===== src/design/asrow_pkg.sv =====
`timescale 1ns / 1ps
// ---------------------------------------------------------------------------
// asrow_pkg
// Shared constants, register codes and bundle types of the autostereogram
// row engine.
// ---------------------------------------------------------------------------
package asrow_pkg;

	localparam int MAX_TILE_WIDTH = 1024;
	localparam int MIN_TILE_WIDTH = 4;

	localparam int PIX_W   = 24;
	localparam int CH_W    = 8;
	localparam int CFG_W   = 11;
	localparam int CNT_W   = 11;
	localparam int CNT_MAX = (2 ** CNT_W) - 1;

	localparam int EW     = $clog2(MAX_TILE_WIDTH + 1);
	localparam int PTR_W  = $clog2(MAX_TILE_WIDTH);
	localparam int QW     = EW - 2;
	localparam int NUM_W  = (CFG_W > PTR_W) ? CFG_W : PTR_W;
	localparam int CC_W   = (CNT_W > EW) ? CNT_W : EW;

	localparam int SUM_W        = CH_W + 2;
	localparam int GRAY_W       = CH_W;
	localparam int GRAY_HALF    = GRAY_W / 2;
	localparam int RECIP3       = 683;
	localparam int RECIP3_W     = 10;
	localparam int RECIP3_SHIFT = 11;
	localparam int PROD_W       = SUM_W + RECIP3_W;
	localparam int DCMP_W       = (QW > GRAY_W + 1) ? QW : GRAY_W + 1;

	localparam int TILE_WIDTH_RST  = 64;
	localparam int TILE_OFFSET_RST = 0;

	localparam int CIDX_W = 1;

	typedef enum logic [CIDX_W-1:0] {
		REG_TILE_WIDTH  = 1'b0,
		REG_TILE_OFFSET = 1'b1
	} cfg_reg_t;

	typedef struct packed {
		logic [EW-1:0]    eff_w;
		logic             busy;
		logic [CFG_W-1:0] shift;
	} cfg_t;

	typedef struct packed {
		logic             valid;
		logic [PTR_W-1:0] value;
	} ptr_load_t;

	typedef struct packed {
		logic          busy;
		logic          done;
		logic [EW-1:0] rem_a;
		logic [EW-1:0] rem_b;
	} rem_res_t;

	typedef struct packed {
		logic [PIX_W-1:0]  tile;
		logic [PTR_W-1:0]  ptr;
		logic [GRAY_W-1:0] depth;
		logic              is_tile;
		logic              eor;
	} depth_item_t;

endpackage


===== src/design/asrow_rem_unit.sv =====
`timescale 1ns / 1ps
// ---------------------------------------------------------------------------
// asrow_rem_unit
// Bit-serial restoring remainder unit with two lanes that share one
// divisor, one numerator bit per cycle.
// ---------------------------------------------------------------------------
module asrow_rem_unit import asrow_pkg::*; (
	input  logic             clk,
	input  logic             arst_n,
	input  logic             start,
	input  logic [NUM_W-1:0] num_a,
	input  logic [NUM_W-1:0] num_b,
	input  logic [EW-1:0]    divisor,
	output rem_res_t         res
);
	localparam int STEP_CNT_W = $clog2(NUM_W + 1);

	logic [NUM_W-1:0]      na_q, nb_q;
	logic [EW-1:0]         ra_q, rb_q;
	logic [STEP_CNT_W-1:0] count_q;
	logic                  busy_q, done_q;

	function automatic logic [EW-1:0] rem_step(input logic [EW-1:0] r, input logic b,
		input logic [EW-1:0] d);
		logic [EW:0] t;
		t = {r, b};
		if (t >= {1'b0, d}) begin
			t = t - {1'b0, d};
		end
		return t[EW-1:0];
	endfunction

	always_ff @(posedge clk or negedge arst_n) begin
		if (!arst_n) begin
			busy_q  <= 1'b0;
			done_q  <= 1'b0;
			count_q <= '0;
		end else begin
			done_q <= busy_q && (count_q == STEP_CNT_W'(1)) && !start;
			if (start) begin
				busy_q  <= 1'b1;
				count_q <= STEP_CNT_W'(NUM_W);
			end else if (busy_q) begin
				count_q <= count_q - STEP_CNT_W'(1);
				if (count_q == STEP_CNT_W'(1)) begin
					busy_q <= 1'b0;
				end
			end
		end
	end

	always_ff @(posedge clk) begin
		if (start) begin
			na_q <= num_a;
			nb_q <= num_b;
			ra_q <= '0;
			rb_q <= '0;
		end else if (busy_q) begin
			ra_q <= rem_step(ra_q, na_q[NUM_W-1], divisor);
			rb_q <= rem_step(rb_q, nb_q[NUM_W-1], divisor);
			na_q <= {na_q[NUM_W-2:0], 1'b0};
			nb_q <= {nb_q[NUM_W-2:0], 1'b0};
		end
	end

	assign res.busy  = busy_q;
	assign res.done  = done_q;
	assign res.rem_a = ra_q;
	assign res.rem_b = rb_q;
endmodule


===== src/design/asrow_cfg.sv =====
`timescale 1ns / 1ps
// ---------------------------------------------------------------------------
// asrow_cfg
// Configuration registers, effective tile width, column shift and the
// ring pointer reduction after a register write.
// ---------------------------------------------------------------------------
module asrow_cfg import asrow_pkg::*; (
	input  logic              clk,
	input  logic              arst_n,
	input  logic              cfg_we,
	input  logic [CIDX_W-1:0] cfg_index,
	input  logic [CFG_W-1:0]  cfg_data,
	input  logic [PTR_W-1:0]  ring_ptr,
	output cfg_t              cfg,
	output ptr_load_t         ptr_load
);
	logic [CFG_W-1:0] tile_width_q, tile_offset_q, shift_q;
	logic             start_q;
	logic [EW-1:0]    eff_w;
	logic             off_neg;
	logic [CFG_W-1:0] off_abs;
	rem_res_t         rem;

	always_ff @(posedge clk or negedge arst_n) begin
		if (!arst_n) begin
			tile_width_q  <= CFG_W'(TILE_WIDTH_RST);
			tile_offset_q <= CFG_W'(TILE_OFFSET_RST);
			start_q       <= 1'b0;
			shift_q       <= CFG_W'(TILE_WIDTH_RST);
		end else begin
			start_q <= cfg_we;
			if (cfg_we) begin
				case (cfg_reg_t'(cfg_index))
					REG_TILE_WIDTH:  tile_width_q  <= cfg_data;
					REG_TILE_OFFSET: tile_offset_q <= cfg_data;
					default: ;
				endcase
			end
			if (rem.done) begin
				if (off_neg && (rem.rem_a != '0)) begin
					shift_q <= CFG_W'(rem.rem_a);
				end else begin
					shift_q <= CFG_W'(eff_w - rem.rem_a);
				end
			end
		end
	end

	always_comb begin
		if (int'(tile_width_q) < MIN_TILE_WIDTH) begin
			eff_w = EW'(MIN_TILE_WIDTH);
		end else if (int'(tile_width_q) > MAX_TILE_WIDTH) begin
			eff_w = EW'(MAX_TILE_WIDTH);
		end else begin
			eff_w = EW'(tile_width_q);
		end
	end

	// The magnitude of the most negative offset still fits as an unsigned value.
	assign off_neg = tile_offset_q[CFG_W-1];
	assign off_abs = off_neg ? (~tile_offset_q + CFG_W'(1)) : tile_offset_q;

	asrow_rem_unit u_rem (
		.clk     (clk),
		.arst_n  (arst_n),
		.start   (start_q),
		.num_a   (NUM_W'(off_abs)),
		.num_b   (NUM_W'(ring_ptr)),
		.divisor (eff_w),
		.res     (rem)
	);

	assign ptr_load.valid = rem.done;
	assign ptr_load.value = PTR_W'(rem.rem_b);

	assign cfg.eff_w = eff_w;
	assign cfg.busy  = cfg_we || start_q || rem.busy || rem.done;
	assign cfg.shift = shift_q;
endmodule


===== config.mk =====
export PLATFORM = sky130hd
export DESIGN_NAME = asrow_cfg
export DESIGN_NICKNAME = d
export VERILOG_FILES = /design/src/design/asrow_pkg.sv /design/src/design/asrow_rem_unit.sv /design/src/design/asrow_cfg.sv
export SDC_FILE = /design/constraint.sdc
export NUM_CORES = 1
export LEC_CHECK = 0
export ABC_CLOCK_PERIOD_IN_PS = 7200
export BUFFER_PORTS_ARGS = -buffer_cell sky130_fd_sc_hd__buf_2
export CAP_MARGIN = 5
export CELL_PAD_IN_SITES_DETAIL_PLACEMENT = 1
export CELL_PAD_IN_SITES_GLOBAL_PLACEMENT = 1
export CORE_MARGIN = 5
export CORE_UTILIZATION = 50
export DETAILED_ROUTE_END_ITERATION = 8
export PLACE_DENSITY = 0.89
export REMOVE_ABC_BUFFERS = 1
export SYNTH_ARGS = -nofsm -noshare
export SYNTH_HDL_FRONTEND = slang
export SYNTH_SLANG_ARGS = --single-unit

===== constraint.sdc =====
create_clock -name clk -period 7.2 [get_ports clk]
set_input_delay 0.36 -clock clk [delete_from_list [all_inputs] [get_ports clk]]
set_output_delay 0.36 -clock clk [all_outputs]
set_load 0.05 [all_outputs]

==> reports/results.ini <==
[worst_setup_path]
cp-start-kind = flip-flop
endpoint_kind = flip-flop
r2r_start = tile_width_q[7]
crit_path_max_incr_delay_ns = 0.55
critPathRequiredTime_ns = 7.47
cp_max_fo = 14
reg2reg_depth = 13
slowest_stage = or4_1
r2r_setup_slack_ns = 3.11
cp.depth = 13
path_class = flip-flop to flip-flop
timing.rr.end = u_rem.ra_q[3]
worstPathCellList = or4_1, nor4_1, a21oi_1, nand2_1, inv_1, ha_1, fa_1, nand2b_1, a21oi_2, o21a_1, o2111ai_2, a211o_1, a311oi_1
critPathTopFamily = compound AO/OA/AOI/OAI gates
arrival_ns = 4.36
cp_num_buf_inv = 1

[floorplan]
io_pins = 59
design.core.area_mm2 = 0.0109
die_x_um = 116
start_util_pct = 51.3
placementRows = 38
dieArea_mm2 = 0.0134
fp.dieH_um = 116

[yosys]
synthTopCellsByArea = dfrtp_1 (17%), edfxtp_1 (11%), ha_1 (8.3%), dfxtp_1 (8.2%), mux2_2 (6.5%)
synth_top_cell_by_area = dfrtp_1
synth_cell_types = 72
synth_adder_area_share_pct = 9.36
yosys.area.top_type_share_pct = 17.0
synth_top_family_by_area = compound AO/OA/AOI/OAI gates
syn_avg_cell_area_um2 = 9.34
synth_compound_area_share_pct = 19.1
ys_seq_area_share_pct = 37.5
synthMuxAreaShare_pct = 7.70
yosys_warnings = 0
synth_enable_flop_cells = 21
synth_xor_area_share_pct = 4.23
syn_area_mm2 = 0.00559
async_reset_ff_share_pct = 47.6
ys_seq_elements = 84
yosys.area_share.simple_pct = 16.2
synth-main-ff-cell = dfrtp_1
syn_inst = 598

[detailed_routing]
drc_errors = 0
met1_length_um = 6460
drt_wl_total_um = 15600
drt_iter0_markers = 175
firstDrtPassIters = 4
met2_length_um = 8010
met3_length_um = 653
highest_layer = met4
via_per_inst = 6.11
wl_per_cell_um = 20.0
dr_total_vias = 4765
ant_nets = 0

[layout]
diodes = 0
fillers = 1298
drive_above_1_share_pct = 20.2
num-nets-final = 700
final_cell_mix = buf_2 (58), nor2_1 (55), nand2_1 (43)
area_delta_synth_final_pct = 8.96
multiInputGateArea_mm2 = 0.00316
layout_commonest_cell = buf_2
regArea_mm2 = 0.00210
fin_area_mm2 = 0.00609

[power_and_ir_drop]
vdd_drop_max_uv = 186
power.density_mw_per_mm2 = 467
p_leak_nw = 2.72

[timing]
period_needed_ns = 4.09
finClkSkew_ns = 0.00521
slew_viol_final = 0
rsz0062_at_grt = no
finalSetupViolCount = 0
fmax_mhz = 245
hold_viol = 0
setup_tns_ns = 0
post-route-period-util_pct = 56.8
relSlewSlack_pct = 36.7
worst_pin_slew_ns = 0.950

[grt]
grt_pass1_wl_um = 25600
grt_pass1_vias = 5142
overflow = 0
antenna_found_initial = 0
grt_max_degree = 65
track_usage_pct = 24.5

[clock_tree]
cts_sinks = 84
cts_root_buf = clkbuf_8
cts_tree = built
cts_max_level = 3
cts_resized = 0
cts_buffers = 9
clk_path_buf_depth = 2
clkTransAtPathRegs_ns = 0.10
insertion_delay_ns = 0.37
post_cts_buffers = 0
cts-hold-fix-buffers = 0

[placed_design]
portBuffers = 58
gp_congestion = 0.874
dpl-instance-area_mm2 = 0.00589
dp_hpwl_um = 11600

[run]
max-cap-violations = 0

[hold_path]
hold_path_class = input port to async pin

[run_status]
run_status = finished clean

registers in the layout (all words and copies together) (netlist names), 4 cells and up:
name and count:
shift_q 11, u_rem.nb_q 11, tile_width_q 11, u_rem.count_q 4, u_rem.ra_q 11, u_rem.rb_q 11
tile_offset_q 11, u_rem.na_q 11
cell usage after synthesis, types with 5 or more instances:
cell type	count
a21o_1	10
a21oi_1	42
a311oi_1	7
a311oi_2	5
a31oi_1	6
and3_1	6
buf_4	11
clkbuf_1	16
dfrtp_1	38
dfxtp_1	23
edfxtp_1	21
ha_1	37
inv_1	37
mux2_2	32
mux2i_1	7
nand2_1	43
nand2b_1	7
nand3_1	10
nor2_1	55
nor2b_1	12
nor3_1	12
nor4_1	8
o21a_1	7
o21ai_0	30
xnor2_1	12
xor2_1	15
power by group:
group          leakage, nW  internal [W]  switching, W
registers            0.892      0.000613      0.000129
clock network       0.0911      0.000133      0.000199
logic                 1.73      0.000683       0.00108
worst max-delay path by stage:
| stage | start | endpoint | slack, ns |
|---|---|---|---|
| final | tile_width_q[7] | u_rem.ra_q[3] | 3.11 |
| after global routing | tile_width_q[7] | u_rem.ra_q[3] | 2.88 |
| after CTS | tile_width_q[7] | u_rem.ra_q[3] | 3.14 |
| after detailed placement | tile_width_q[7] | u_rem.ra_q[3] | 3.20 |
| after global placement | tile_width_q[7] | u_rem.ra_q[3] | 3.51 |
| after floorplan | tile_width_q[7] | u_rem.rb_q[7] | 3.37 |
layer usage:
layer | vias up | global-route usage [%]
met3 | 40 | 5.01
met5 | - | 0
met2 | 111 | 44.0
met1 | 2369 | 28.7
li1 | 2245 | -
met4 | 0 | 9.51
final cells by class:
cell class | instances | share of cell area [%]
multi-input cells | 441 | 52.0
flip-flops and latches | 84 | 34.4
repair buffers | 62 | 5.26
well taps | 140 | 2.88
inverters | 37 | 2.28
clock buffers | 9 | 2.03
clock inverters | 7 | 1.13
metrics by stage:
step | worst slack, ns | instances | util (%) | total power, W | hold slack [ns]
CTS | 3.14 | 780 | 55.9 | 0.00285 | 0.122
floorplan | 3.37 | 562 | - | 0.00204 | 0.0644
global route | 2.88 | 780 | 55.9 | 0.00305 | 0.118
finish | 3.11 | 780 | 55.9 | 0.00284 | 0.119
global placement | 3.51 | 764 | 54.1 | 0.00239 | 0.464
detailed placement | 3.20 | 764 | 54.1 | 0.00249 | 0.486
kinds of logic after synthesis:
logic type | count (synthesis)
buf+inv | 73
flops | 84
xor+xnor | 27
compound gates | 154
fa+ha+maj | 40
simple gates | 181
mux | 39
Note: power is estimated with default switching activity, not from simulation.
