### src/design/asrow_pkg.sv
`timescale 1ns / 1ps
// ---------------------------------------------------------------------------
// asrow_pkg
// Shared constants, register codes and bundle types of the autostereogram
// row engine.
// ---------------------------------------------------------------------------
package asrow_pkg;

	localparam int MAX_TILE_WIDTH = 1024;
	localparam int MIN_TILE_WIDTH = 4;

	localparam int PIX_W   = 24;
	localparam int CH_W    = 8;
	localparam int CFG_W   = 11;
	localparam int CNT_W   = 11;
	localparam int CNT_MAX = (2 ** CNT_W) - 1;

	localparam int EW     = $clog2(MAX_TILE_WIDTH + 1);
	localparam int PTR_W  = $clog2(MAX_TILE_WIDTH);
	localparam int QW     = EW - 2;
	localparam int NUM_W  = (CFG_W > PTR_W) ? CFG_W : PTR_W;
	localparam int CC_W   = (CNT_W > EW) ? CNT_W : EW;

	localparam int SUM_W        = CH_W + 2;
	localparam int GRAY_W       = CH_W;
	localparam int GRAY_HALF    = GRAY_W / 2;
	localparam int RECIP3       = 683;
	localparam int RECIP3_W     = 10;
	localparam int RECIP3_SHIFT = 11;
	localparam int PROD_W       = SUM_W + RECIP3_W;
	localparam int DCMP_W       = (QW > GRAY_W + 1) ? QW : GRAY_W + 1;

	localparam int TILE_WIDTH_RST  = 64;
	localparam int TILE_OFFSET_RST = 0;

	localparam int CIDX_W = 1;

	typedef enum logic [CIDX_W-1:0] {
		REG_TILE_WIDTH  = 1'b0,
		REG_TILE_OFFSET = 1'b1
	} cfg_reg_t;

	typedef struct packed {
		logic [EW-1:0]    eff_w;
		logic             busy;
		logic [CFG_W-1:0] shift;
	} cfg_t;

	typedef struct packed {
		logic             valid;
		logic [PTR_W-1:0] value;
	} ptr_load_t;

	typedef struct packed {
		logic          busy;
		logic          done;
		logic [EW-1:0] rem_a;
		logic [EW-1:0] rem_b;
	} rem_res_t;

	typedef struct packed {
		logic [PIX_W-1:0]  tile;
		logic [PTR_W-1:0]  ptr;
		logic [GRAY_W-1:0] depth;
		logic              is_tile;
		logic              eor;
	} depth_item_t;

endpackage

### src/design/asrow_depth_pipe.sv
`timescale 1ns / 1ps
// ---------------------------------------------------------------------------
// asrow_depth_pipe
// Column counter and ring pointer, then a four stage pipeline that turns
// the depth pixel into a repeat distance: gray level, then the remainder
// by a quarter of the tile width in two halves.
// ---------------------------------------------------------------------------
module asrow_depth_pipe import asrow_pkg::*; (
	input  logic              clk,
	input  logic              arst_n,
	input  logic              en,
	input  logic              in_take,
	input  logic [PIX_W-1:0]  tile_pixel,
	input  logic [PIX_W-1:0]  depth_pixel,
	input  logic              end_of_row,
	input  logic [EW-1:0]     eff_w,
	input  ptr_load_t         ptr_load,
	output logic [PTR_W-1:0]  ring_ptr,
	output logic              item_valid,
	output depth_item_t       item
);
	typedef struct packed {
		logic [PIX_W-1:0] tile;
		logic [PTR_W-1:0] ptr;
		logic             is_tile;
		logic             eor;
	} carry_t;

	logic [CNT_W-1:0]     count_q;
	logic [PTR_W-1:0]     ring_ptr_q;
	logic [EW-1:0]        ptr_inc;
	logic                 is_tile_c;
	logic [SUM_W-1:0]     sum_c;
	logic [QW-1:0]        quarter;
	logic [PROD_W-1:0]    prod;
	logic [GRAY_W-1:0]    rem_hi, rem_lo;

	logic                 valid_s1, valid_s2, valid_s3, valid_s4;
	carry_t               carry_s1, carry_s2, carry_s3, carry_s4;
	logic [SUM_W-1:0]     sum_s1;
	logic [GRAY_W-1:0]    gray_s2;
	logic [GRAY_W-1:0]    rem_s3;
	logic [GRAY_HALF-1:0] low_s3;
	logic [GRAY_W-1:0]    depth_s4;

	function automatic logic [GRAY_W-1:0] rem_step(input logic [GRAY_W-1:0] r,
		input logic b, input logic [QW-1:0] d);
		logic [DCMP_W-1:0] t;
		t = DCMP_W'({r, b});
		if (t >= DCMP_W'(d)) begin
			t = t - DCMP_W'(d);
		end
		return t[GRAY_W-1:0];
	endfunction

	assign is_tile_c = CC_W'(count_q) < CC_W'(eff_w);
	assign ptr_inc   = EW'(ring_ptr_q) + EW'(1);
	assign sum_c     = SUM_W'(depth_pixel[3*CH_W-1:2*CH_W]) +
		SUM_W'(depth_pixel[2*CH_W-1:CH_W]) + SUM_W'(depth_pixel[CH_W-1:0]);
	assign quarter   = eff_w[EW-1:2];

	always_ff @(posedge clk or negedge arst_n) begin
		if (!arst_n) begin
			count_q    <= '0;
			ring_ptr_q <= '0;
		end else if (ptr_load.valid) begin
			ring_ptr_q <= ptr_load.value;
		end else if (in_take) begin
			if (end_of_row) begin
				count_q    <= '0;
				ring_ptr_q <= '0;
			end else begin
				if (count_q != CNT_W'(CNT_MAX)) begin
					count_q <= count_q + CNT_W'(1);
				end
				if (ptr_inc >= eff_w) begin
					ring_ptr_q <= '0;
				end else begin
					ring_ptr_q <= PTR_W'(ptr_inc);
				end
			end
		end
	end

	always_ff @(posedge clk or negedge arst_n) begin
		if (!arst_n) begin
			valid_s1 <= 1'b0;
			valid_s2 <= 1'b0;
			valid_s3 <= 1'b0;
			valid_s4 <= 1'b0;
		end else if (en) begin
			valid_s1 <= in_take;
			valid_s2 <= valid_s1;
			valid_s3 <= valid_s2;
			valid_s4 <= valid_s3;
		end
	end

	// Division by three as a multiply by the scaled reciprocal, exact for all sums.
	assign prod = PROD_W'(sum_s1) * PROD_W'(RECIP3);

	always_comb begin
		rem_hi = '0;
		for (int i = 0; i < GRAY_HALF; i++) begin
			rem_hi = rem_step(rem_hi, gray_s2[GRAY_W-1-i], quarter);
		end
		rem_lo = rem_s3;
		for (int i = 0; i < GRAY_HALF; i++) begin
			rem_lo = rem_step(rem_lo, low_s3[GRAY_HALF-1-i], quarter);
		end
	end

	always_ff @(posedge clk) begin
		if (en) begin
			carry_s1.tile    <= tile_pixel;
			carry_s1.ptr     <= ring_ptr_q;
			carry_s1.is_tile <= is_tile_c;
			carry_s1.eor     <= end_of_row;
			sum_s1           <= sum_c;
			carry_s2         <= carry_s1;
			gray_s2          <= prod[RECIP3_SHIFT+GRAY_W-1:RECIP3_SHIFT];
			carry_s3         <= carry_s2;
			rem_s3           <= rem_hi;
			low_s3           <= gray_s2[GRAY_HALF-1:0];
			carry_s4         <= carry_s3;
			depth_s4         <= rem_lo;
		end
	end

	assign ring_ptr     = ring_ptr_q;
	assign item_valid   = valid_s4;
	assign item.tile    = carry_s4.tile;
	assign item.ptr     = carry_s4.ptr;
	assign item.depth   = depth_s4;
	assign item.is_tile = carry_s4.is_tile;
	assign item.eor     = carry_s4.eor;
endmodule

### config.mk
export PLATFORM = sky130hd
export DESIGN_NAME = asrow_depth_pipe
export DESIGN_NICKNAME = d
export VERILOG_FILES = /design/src/design/asrow_pkg.sv /design/src/design/asrow_depth_pipe.sv
export SDC_FILE = /design/constraint.sdc
export NUM_CORES = 1
export LEC_CHECK = 0
export BUFFER_PORTS_ARGS = -buffer_cell sky130_fd_sc_hd__buf_4
export CORE_UTILIZATION = 45
export DETAILED_ROUTE_END_ITERATION = 6
export PLACE_DENSITY = 0.69
export SYNTH_ARGS = -nofsm -noshare
export SYNTH_HDL_FRONTEND = slang
export SYNTH_SLANG_ARGS = --single-unit
### constraint.sdc
create_clock -name clk -period 11.71 [get_ports clk]
set_input_delay 1.7565 -clock clk [delete_from_list [all_inputs] [get_ports clk]]
set_output_delay 1.7565 -clock clk [all_outputs]
set_load 0.05 [all_outputs]
==> flow_summary_export.csv, run 1 <==
group,metric,value,unit
setup_path,r2r_slack,3.52,ns
timing,maxSlewViolCount,0,
timing,tns,0,ns
floorplan,rows,60,
global_route,antenna_found_initial,0,
setup_path,end_kind,"register",
setup_path,cpMaxStageDelayCell,"a2111oi_4",
timing,worst_clock_skew,0.00704,ns
setup_path,crit_buf_inv,7,
routing,remaining_drc_errors,0,
yosys,avgSynthCellArea,12.3,µm²
yosys,yosys_warnings,0,
yosys,synthTopCellsByArea,"edfxtp_1 44%, ha_1 15%, fa_1 5.9%",
yosys,synth_flop_cell,"edfxtp_1",
clock_network,h-tree-depth,1,
worst_hold_path,hold_path.class,"reg2reg",
yosys,ys_types,66,
yosys,synth_enable_flop_cells,182,
clock_network,clk_latency,0.49,ns
global_route,grt_usage,16.9,%
setup_path,cp-startpoint,"eff_w[8]",
status,status,"complete, no violations",
routing,wire_per_inst,15.3,µm
routing,viasPerCell,5.22,
setup_path,endpoint,"depth_s4[7]$_DFFE_PP_",
yosys,synth.most_common_cell,"edfxtp_1",
yosys,synth-seq-cells,207,
timing,rsz0062_at_grt,"no",
clock_network,cts.sinks,207,
floorplan,ioPinCount,130,
placement,dpl.hpwl,18000,µm
timing,slew_headroom,29.6,%
setup_path,regToRegEndpoint,"depth_s4[7]$_DFFE_PP_",
setup_path,path_delay_family,"compound AO/OA/AOI/OAI gates",
global_route,grt_max_degree,115,
clock_network,cts-hold-fix-buffers,0,
timing,fmax,0.105,GHz
pwr,switching_share,39.7,%
yosys,postSynthNetCount,1283,
setup_path,worst_ep_required_time,11.95,ns
pwr,p_leak,6.47,nW
yosys,synthArstFlopShare,12.1,%
setup_path,cp.arrival,9.81,ns
pwr,comb_power_share,57.7,%
timing,setup_viol,0,
clock_network,cts_tree,"yes",
cells_and_area,final_area,14700,µm²
placement,port_buffers,129,
pwr,vdd_drop_max,0.143,mV
timing,tightest_slew,1.05,ns
setup_path,reg2reg_from,"rem_s3[5]$_DFFE_PP_",
cells_and_area,fin_util,54.1,%
setup_path,slowest_delay,0.54,ns
placement,dp_slack,1.68,ns
timing,hold_viol,0,
cells_and_area,num-nets-final,1435,
clock_network,cts_setup_buffers,0,
floorplan,start_util,46.2,%
yosys,ys_seq_area_share,48.5,%
floorplan,die-area,28600,µm²
setup_path,criticalPathCategory,"in2reg",
yosys,synth_common_cells,"182 x edfxtp_1, 153 x ha_1, 112 x inv_1, 59 x nor2_1, 52 x a21oi_1",
setup_path,ff2ff_path_depth,31,
setup_path,cp.depth,33,
global_route,grt_pass1_vias,8051,
pwr,p_clk_share,16.3,%
yosys,yosysTopAreaCell,"edfxtp_1",
yosys,synthCells,1018,
clock_network,cts-resized-gates,0,
routing,routed-via-count,8126,
global_route,grt_pass1_wl,38600,µm
yosys,synth_area,12600,µm²
routing,drtAntennaViolNets,0,
run,maxCapViolations,0,
cells_and_area,multiInputGateArea,6020,µm²
floorplan,die-height,169,µm
clock_network,ctsLongestPathBuffers,3,
routing,wirelength,23900,µm
cells_and_area,n_antenna_cell,0,
timing,fin_ws,2.14,ns
setup_path,critPathMaxFanout,12,
clock_network,clkTransAtPathRegs,0.06,ns
global_route,grt_overflow_total,0,
cells_and_area,syn_to_final_growth,17.1,%
placement,place_area,14000,µm²
pwr,seq_power_share,26.0,%
routing,drt_iter0_drc,409,
pwr,p_int,2.45,mW
worst_hold_path,hold_path_depth,0,
floorplan,die_w,169,µm
yosys,yosys.area.top_type_share,43.5,%
pwr,p_per_area,276,nW/µm²
setup_path,start_kind,"input pin",
cells_and_area,drive_gt1_share,17.8,%
pwr,power.switching,1.61,mW
timing,timing.final.crit_period,9.57,ns
placement,globalplace.congestion,0.851,
cells_and_area,regArea,6090,µm²
cells_and_area,nFillCells,2366,
floorplan,design.core.area,27200,µm²
clock_network,cts_root_buf,"clkbuf_16",
clock_network,numCtsBuffers,23,
timing,min_period_over_period,81.7,%
routing,dr.pass1.iters,5,
-- cell type report --
| type | instances | share of cell area [%] |
|---|---|---|
| repair buffers | 134 | 6.88 |
| flip-flops and latches | 207 | 41.4 |
| clock inverters | 14 | 0.757 |
| clock buffers | 27 | 4.01 |
| well taps | 372 | 3.16 |
| inverters | 113 | 2.88 |
| multi-input cells | 691 | 40.9 |
-- metal layers --
layer  track usage (%)  part of all wire [%]
met5                 0                     0
met4              4.23                   1.9
met3              2.53                   4.5
met2              30.0                    49
met1              21.6                    45
-- flip-flops by register name (all words and copies together) (netlist names) --
signal / flops
rem_s3: 8
gray_s2: 8
carry_s3: 36
sum_s1: 10
valid_s3: 1
item_valid: 1
valid_s1: 1
carry_s2: 36
count_q: 11
item: 36
ring_ptr: 10
depth_s4: 8
low_s3: 4
carry_s1: 36
valid_s2: 1
-- kinds of logic (layout without fill, tap and decap cells) --
| family | count (synthesis) | after routing | share of synthesized area [%] |
|---|---|---|---|
| compound gates | 192 | 192 | 10.7 |
| simple gates | 205 | 205 | 8.12 |
| fa+ha+maj | 190 | 190 | 21.1 |
| flops | 207 | 207 | 48.5 |
| buf+inv | 120 | 288 | 3.61 |
| mux | 41 | 41 | 3.59 |
| xor+xnor | 63 | 63 | 4.39 |
-- how the worst min path moves through the flow --
stage / from / endpoint / slack (ns)
global placement: carry_s1[8]$_DFFE_PP_ / carry_s2[8]$_DFFE_PP_ / 0.40
floorplan: carry_s1[0]$_DFFE_PP_ / carry_s2[0]$_DFFE_PP_ / 0.40
detailed placement: carry_s1[9]$_DFFE_PP_ / carry_s2[9]$_DFFE_PP_ / 0.40
CTS: carry_s2[12]$_DFFE_PP_ / carry_s3[12]$_DFFE_PP_ / 0.42
global route: carry_s2[17]$_DFFE_PP_ / carry_s3[17]$_DFFE_PP_ / 0.42
finish: carry_s3[18]$_DFFE_PP_ / item[26]$_DFFE_PP_ / 0.42
-- cell usage in the layout (no fill, tap or decap), types with 4 or more instances in the layout --
master | synthesis | routed
mux2i_1 | 9 | 9
a21o_1 | 21 | 21
dfrtp_1 | 25 | 25
mux2_2 | 32 | 32
inv_1 | 112 | 112
o21a_1 | 13 | 13
nor4_1 | 5 | 5
edfxtp_1 | 182 | 182
nor3_1 | 14 | 14
nand2b_1 | 11 | 11
xnor2_1 | 39 | 39
nand3_1 | 18 | 18
ha_1 | 153 | 153
clkinv_1 | 0 | 4
o21ai_0 | 45 | 45
clkbuf_16 | 0 | 23
a21oi_1 | 52 | 52
clkbuf_1 | 4 | 4
buf_4 | 0 | 133
and3_1 | 9 | 9
nor3b_1 | 8 | 8
fa_1 | 37 | 37
a31oi_1 | 4 | 4
nor2b_1 | 11 | 11
nand4_1 | 12 | 12
or3_1 | 7 | 7
o221ai_1 | 4 | 4
a21boi_0 | 5 | 5
xor2_1 | 24 | 24
nand2_1 | 40 | 40
nor2_1 | 59 | 59
-- stage by stage --
stage / cells / power [mW] / hold WS [ns]
final: 1558 / 4.06 / 0.416
after global routing: 1558 / 4.44 / 0.422
after CTS: 1558 / 4.10 / 0.415
after detailed placement: 1517 / 3.41 / 0.405
after global placement: 1517 / 3.36 / 0.400
after floorplan: 1018 / 2.90 / 0.400
-- power groups by stage --
| stage | Clock (mW) | Sequential (mW) | Combinational (mW) |
|---|---|---|---|
| global route | 0.706 | 1.07 | 2.67 |
| global placement | 0 | 1.07 | 2.29 |
| CTS | 0.682 | 1.06 | 2.36 |
| detailed placement | 0 | 1.07 | 2.33 |
| finish | 0.661 | 1.06 | 2.34 |
| floorplan | 0 | 1.15 | 1.75 |
(Power assumes the default switching activity.)
==> inputs of run 2 (changes only) <==
--- a/config.mk
+++ b/config.mk
@@ -8,7 +8,7 @@
 export BUFFER_PORTS_ARGS = -buffer_cell sky130_fd_sc_hd__buf_4
 export CORE_UTILIZATION = 45
 export DETAILED_ROUTE_END_ITERATION = 6
-export PLACE_DENSITY = 0.69
+export PLACE_DENSITY = 0.71
 export SYNTH_ARGS = -nofsm -noshare
 export SYNTH_HDL_FRONTEND = slang
 export SYNTH_SLANG_ARGS = --single-unit
==> constraint.sdc (replaced) <==
create_clock -name clk -period 8.45 [get_ports clk]
set_input_delay 1.2675 -clock clk [delete_from_list [all_inputs] [get_ports clk]]
set_output_delay 1.2675 -clock clk [all_outputs]
set_load 0.05 [all_outputs]
==> run 2 against run 1 <==
Compared with the run above:
- total power up 45%
- core utilization is 1.7 points higher
- via count up 2.3%
- critical path depth unchanged
- sequential share of layout area fell by 1.2 points
- first-iteration DRC count rose by 21%
- final cell count rose by 2.8%
- die area unchanged
- setup slack lost 1.6 ns
- sequential power is 39% higher
- highest routed layer unchanged
- routed wire length is 4.0% higher
==> flow_summary_export.csv, run 2 (synthesized netlist as in run 1, its figures left out) <==
group,metric,value,unit
setup_path,critPathMaxFanout,7,
status,status,"complete, no violations",
worst_hold_path,hold_path.class,"reg2reg",
global_route,gr-max-usage-layer,"met2",
run,maxCapViolations,0,
floorplan,ioPinCount,130,
global_route,antenna_found_initial,0,
routing,routed-via-count,8312,
clock_network,cts.sinks,207,
pwr,vdd_drop_max,0.268,mV
setup_path,cpMaxStageDelayCell,"a2111oi_4",
cells_and_area,final_common_cell,"edfxtp_1",
timing,slew_headroom,22.9,%
setup_path,end_kind,"register",
timing,rsz0062_at_grt,"no",
setup_path,criticalPathCategory,"in2reg",
global_route,grt.met1_usage,22.5,%
setup_path,cp.arrival,8.19,ns
cells_and_area,final_area,15200,µm²
clock_network,cts_setup_buffers,0,
setup_path,slowest_delay,0.41,ns
floorplan,die_w,169,µm
clock_network,h-tree-depth,1,
global_route,grt_pass1_vias,8338,
global_route,met2_usage,31.7,%
setup_path,start_kind,"input pin",
pwr,comb_power_share,58.7,%
cells_and_area,fin_cells,1602,
cells_and_area,n_antenna_cell,0,
clock_network,cts_tree,"yes",
cells_and_area,mostFrequentLayoutCells,"182 x edfxtp_1, 177 x buf_4, 152 x ha_1",
clock_network,numCtsBuffers,23,
timing,maxSlewViolCount,0,
timing,tightest_slew,1.15,ns
setup_path,worst_ep_required_time,8.77,ns
setup_path,critPathMostFrequentCell,"ha_1",
placement,dpl.hpwl,18600,µm
timing,timing.final.crit_period,7.87,ns
pwr,p_int,3.60,mW
clock_network,cts-resized-gates,0,
placement,globalplace.congestion,0.889,
floorplan,design.core.area,27200,µm²
clock_network,cts_root_buf,"clkbuf_16",
placement,place_inst,1563,
timing,hold_viol,0,
routing,remaining_drc_errors,0,
cells_and_area,num-nets-final,1481,
global_route,use_met3,2.57,%
routing,drt_iter0_drc,495,
timing,min_period_over_period,93.1,%
floorplan,die-height,169,µm
timing,setup_viol,0,
floorplan,die-area,28600,µm²
global_route,grt_usage,17.8,%
timing,worst_clock_skew,0.00663,ns
placement,port_buffers,129,
pwr,p_leak,6.72,nW
clock_network,clk_latency,0.49,ns
global_route,grt_overflow_total,0,
clock_network,cts-hold-fix-buffers,0,
pwr,power.switching,2.29,mW
cells_and_area,syn_to_final_growth,20.7,%
routing,wire_per_inst,15.5,µm
routing,viasPerCell,5.19,
clock_network,clkTransAtPathRegs,0.06,ns
routing,wirelength,24900,µm
floorplan,start_util,46.2,%
timing,fmax,0.127,GHz
placement,place_area,14400,µm²
floorplan,rows,60,
pwr,switching_share,38.9,%
global_route,grt_max_degree,108,
cells_and_area,drive_gt1_share,21.5,%
pwr,seq_power_share,24.9,%
clock_network,ctsLongestPathBuffers,3,
pwr,p_clk_share,16.4,%
routing,drtAntennaViolNets,0,
routing,dr.pass1.iters,4,
timing,fin_hold_ws,0.413,ns
pwr,p_per_area,389,nW/µm²
timing,tns,0,ns
global_route,grt_pass1_wl,40800,µm
-- run 2: cell types whose count changed in the layout (fill, tap and decap cells not counted), moves of 2 or more --
cell        before  now
buf_12           0    2
clkinvlp_4       1    4
inv_1          112  110
clkinv_1         4    0
inv_6            3    0
bufinv_16        1    3
buf_4          133  177
clkinv_2         3    5
-- run 2: layout make-up --
class	instances	area, µm²
inverter	113	432
clock inverter	12	148
sequential	207	6090
tap	372	465
clock buffer	27	591
multi-input combinational	691	6060
timing repair buffer	180	1380
fill	2281	12000
-- run 2: final timing paths --
path	from	to	slack, ns	depth (start not counted)
max	eff_w[8]	depth_s4[5]$_DFFE_PP_	0.58	33
min	carry_s3[14]$_DFFE_PP_	item[22]$_DFFE_PP_	0.41	0
max reg2reg	rem_s3[0]$_DFFE_PP_	depth_s4[5]$_DFFE_PP_	1.09	31
min reg2reg	carry_s3[14]$_DFFE_PP_	item[22]$_DFFE_PP_	0.41	0
max in group asynchronous	arst_n	ring_ptr[0]$_DFFE_PN0P_	7.51	1
min in group asynchronous	arst_n	ring_ptr[9]$_DFFE_PN0P_	0.68	1
-- run 2: stage by stage --
step / power, mW / util, % / setup WS [ns]
3_5_place_dp: 4.94 / 53.1 / -0.107
2_1_floorplan: 4.02 / - / 0.0125
3_3_place_gp: 4.85 / 53.1 / 0.127
5_1_grt: 6.46 / 55.8 / 0.107
6_report: 5.89 / 55.8 / 0.583
4_1_cts: 5.94 / 55.8 / 0.388
-- run 2: per-layer routing --
layer	wire (µm)	part of all wire, %
met3	1100	4.4
met1	10900	44
met4	576	2.3
met5	0	0
met2	12200	49
-- run 2: worst max-delay path: cells and delay by family --
kind                       cells  cell delay, ns
AOI/OAI and AO/OA             16            3.63
adders and majority gates      4            1.17
buffers and inverters          6            0.76
and+or+nand+nor                5            0.68
muxes                          2            0.67
-- run 2: power groups by stage --
stage	clock network (mW)	logic, mW	registers [mW]
3_3_place_gp	0	3.36	1.48
6_report	0.969	3.46	1.47
5_1_grt	1.04	3.94	1.48
4_1_cts	0.997	3.48	1.47
3_5_place_dp	0	3.46	1.49
2_1_floorplan	0	2.43	1.59
==> inputs of run 3 (changes only) <==
--- a/config.mk
+++ b/config.mk
@@ -9,6 +9,7 @@
 export CORE_UTILIZATION = 45
 export DETAILED_ROUTE_END_ITERATION = 6
 export PLACE_DENSITY = 0.71
+export RECOVER_POWER = 100
 export SYNTH_ARGS = -nofsm -noshare
 export SYNTH_HDL_FRONTEND = slang
 export SYNTH_SLANG_ARGS = --single-unit
==> run 3 against run 2 <==
Compared with the run above:
- the run now ends with capacitance limit, slew limit left
- global-route usage is the same
- count of clock-buffer cells in the layout is the same
- sequential share of layout area grew 0.71 points
- sequential power is essentially flat
- die area is the same
- routed wire length is essentially flat
- clock skew is essentially flat
- cell area shrank 1.7%
- via count grew 0.30%
- register-to-register slack is essentially flat
- critical path depth shrank 6
- clock power is essentially flat
- largest power group unchanged
- highest routed layer unchanged
==> flow_summary_export.csv, run 3 (synthesized netlist as in run 1, its figures left out) <==
group,metric,value,unit
pwr,p_per_area,392,nW/µm²
routing,routed-via-count,8337,
clock_network,cts-resized-gates,0,
timing,fmax,0.126,GHz
worst_hold_path,hold_path.class,"reg2reg",
clock_network,clk_latency,0.49,ns
floorplan,ioPinCount,130,
floorplan,start_util,46.2,%
setup_path,start_kind,"input pin",
clock_network,cts_tree,"yes",
pwr,power,5.84,mW
clock_network,ctsLongestPathBuffers,3,
cells_and_area,final_common_cell,"edfxtp_1",
routing,wire_per_inst,15.5,µm
pwr,seq_power_share,25.2,%
pwr,switching_share,39.0,%
timing,min_period_over_period,93.6,%
clock_network,cts.sinks,207,
timing,worst_clock_skew,0.00620,ns
global_route,antenna_found_initial,0,
placement,place_inst,1563,
routing,viasPerCell,5.20,
global_route,grt_max_degree,108,
setup_path,criticalPathCategory,"in2reg",
pwr,p_leak,6.48,nW
cells_and_area,final_area,14900,µm²
cells_and_area,num-nets-final,1481,
global_route,grt_overflow_total,0,
cells_and_area,syn_to_final_growth,18.6,%
cells_and_area,fin_cells,1602,
floorplan,die_w,169,µm
routing,drt_iter0_drc,496,
pwr,p_clk_share,16.6,%
floorplan,rows,60,
routing,remaining_drc_errors,0,
clock_network,numCtsBuffers,23,
placement,place_area,14400,µm²
status,violations,"capacitance limit, slew limit",
run,maxCapViolations,2,
setup_path,cp.arrival,8.15,ns
placement,dpl.hpwl,18600,µm
cells_and_area,regArea,6090,µm²
global_route,grt_pass1_wl,40800,µm
pwr,p_int,3.56,mW
cells_and_area,nFillCells,2345,
cells_and_area,n_antenna_cell,0,
clock_network,cts-hold-fix-buffers,0,
timing,rsz0062_at_grt,"no",
setup_path,critPathMaxFanout,13,
pwr,power.switching,2.28,mW
clock_network,cts_setup_buffers,0,
pwr,vdd_drop_max,0.266,mV
timing,timing.final.crit_period,7.91,ns
pwr,comb_power_share,58.3,%
placement,port_buffers,129,
routing,drtAntennaViolNets,0,
cells_and_area,multiInputGateArea,6040,µm²
setup_path,r2r_slack,1.10,ns
cells_and_area,drive_gt1_share,16.0,%
clock_network,clkTransAtPathRegs,0.06,ns
floorplan,die-height,169,µm
cells_and_area,mostFrequentLayoutCells,"182 x edfxtp_1, 152 x ha_1, 110 x inv_1",
timing,setup_viol,0,
timing,tightest_slew,5.70,ns
placement,globalplace.congestion,0.889,
timing,slew_headroom,-280,%
timing,maxSlewViolCount,189,
routing,wirelength,24800,µm
cells_and_area,fin_util,54.8,%
global_route,grt_pass1_vias,8338,
timing,hold_viol,0,
setup_path,worst_ep_required_time,8.69,ns
global_route,grt_usage,17.8,%
setup_path,end_kind,"register",
routing,dr.pass1.iters,5,
status,status,"complete, but fails checks",
floorplan,die-area,28600,µm²
clock_network,h-tree-depth,1,
floorplan,design.core.area,27200,µm²
setup_path,cpMaxStageDelayCell,"clkbuf_1",
clock_network,cts_root_buf,"clkbuf_16",
setup_path,critPathMostFrequentCell,"ha_1",
setup_path,slowest_delay,0.80,ns
==> run 3: final cells by class <==
class | count | share of cell area [%]
clock buffers | 27 | 3.96
clock inverters | 12 | 0.991
inverters | 113 | 2.88
multi-input cells | 691 | 40.5
flip-flops and latches | 207 | 40.9
well taps | 372 | 3.12
repair buffers | 180 | 7.66
==> run 3: power groups by stage <==
stage | registers (mW) | clock network, mW | logic [mW]
finish | 1.47 | 0.968 | 3.40
global route | 1.48 | 1.04 | 3.89
CTS | 1.47 | 0.997 | 3.48
detailed placement | 1.49 | 0 | 3.46
global placement | 1.48 | 0 | 3.36
floorplan | 1.59 | 0 | 2.43
==> run 3: worst paths after layout <==
kind / from / endpoint / depth (start not counted)
max in group asynchronous: arst_n / ring_ptr[0]$_DFFE_PN0P_ / 1
min: carry_s3[14]$_DFFE_PP_ / item[22]$_DFFE_PP_ / 0
max reg2reg: rem_s3[0]$_DFFE_PP_ / depth_s4[3]$_DFFE_PP_ / 31
min in group asynchronous: arst_n / ring_ptr[9]$_DFFE_PN0P_ / 1
min reg2reg: carry_s3[14]$_DFFE_PP_ / item[22]$_DFFE_PP_ / 0
max: eff_w[3] / rem_s3[3]$_DFFE_PP_ / 27
==> run 3: critical path, delay by kind of cell <==
family / cells / cell delay [ns]
AO/OA/AOI/OAI: 13 / 3.04
multiplexers: 3 / 1.14
adder cells (fa/ha/maj): 4 / 1.24
AND/OR/NAND/NOR: 1 / 0.10
buffers and inverters: 6 / 1.33
==> run 3: metrics by stage <==
stage	setup slack (ns)	hold slack (ns)	TNS (ns)
2_1_floorplan	0.0125	0.400	0
3_3_place_gp	0.127	0.400	0
3_5_place_dp	-0.107	0.405	-0.351
4_1_cts	0.388	0.415	0
5_1_grt	0.0819	0.419	0
6_report	0.540	0.414	0
==> run 3: routing by layer <==
metal / vias to the layer above / GRT usage [%] / routed length [µm]
met5: - / 0 / 0
met4: 0 / 5.13 / 549
met3: 34 / 2.57 / 1280
met2: 200 / 31.7 / 12200
met1: 3974 / 22.5 / 10800
li1: 4129 / - / -
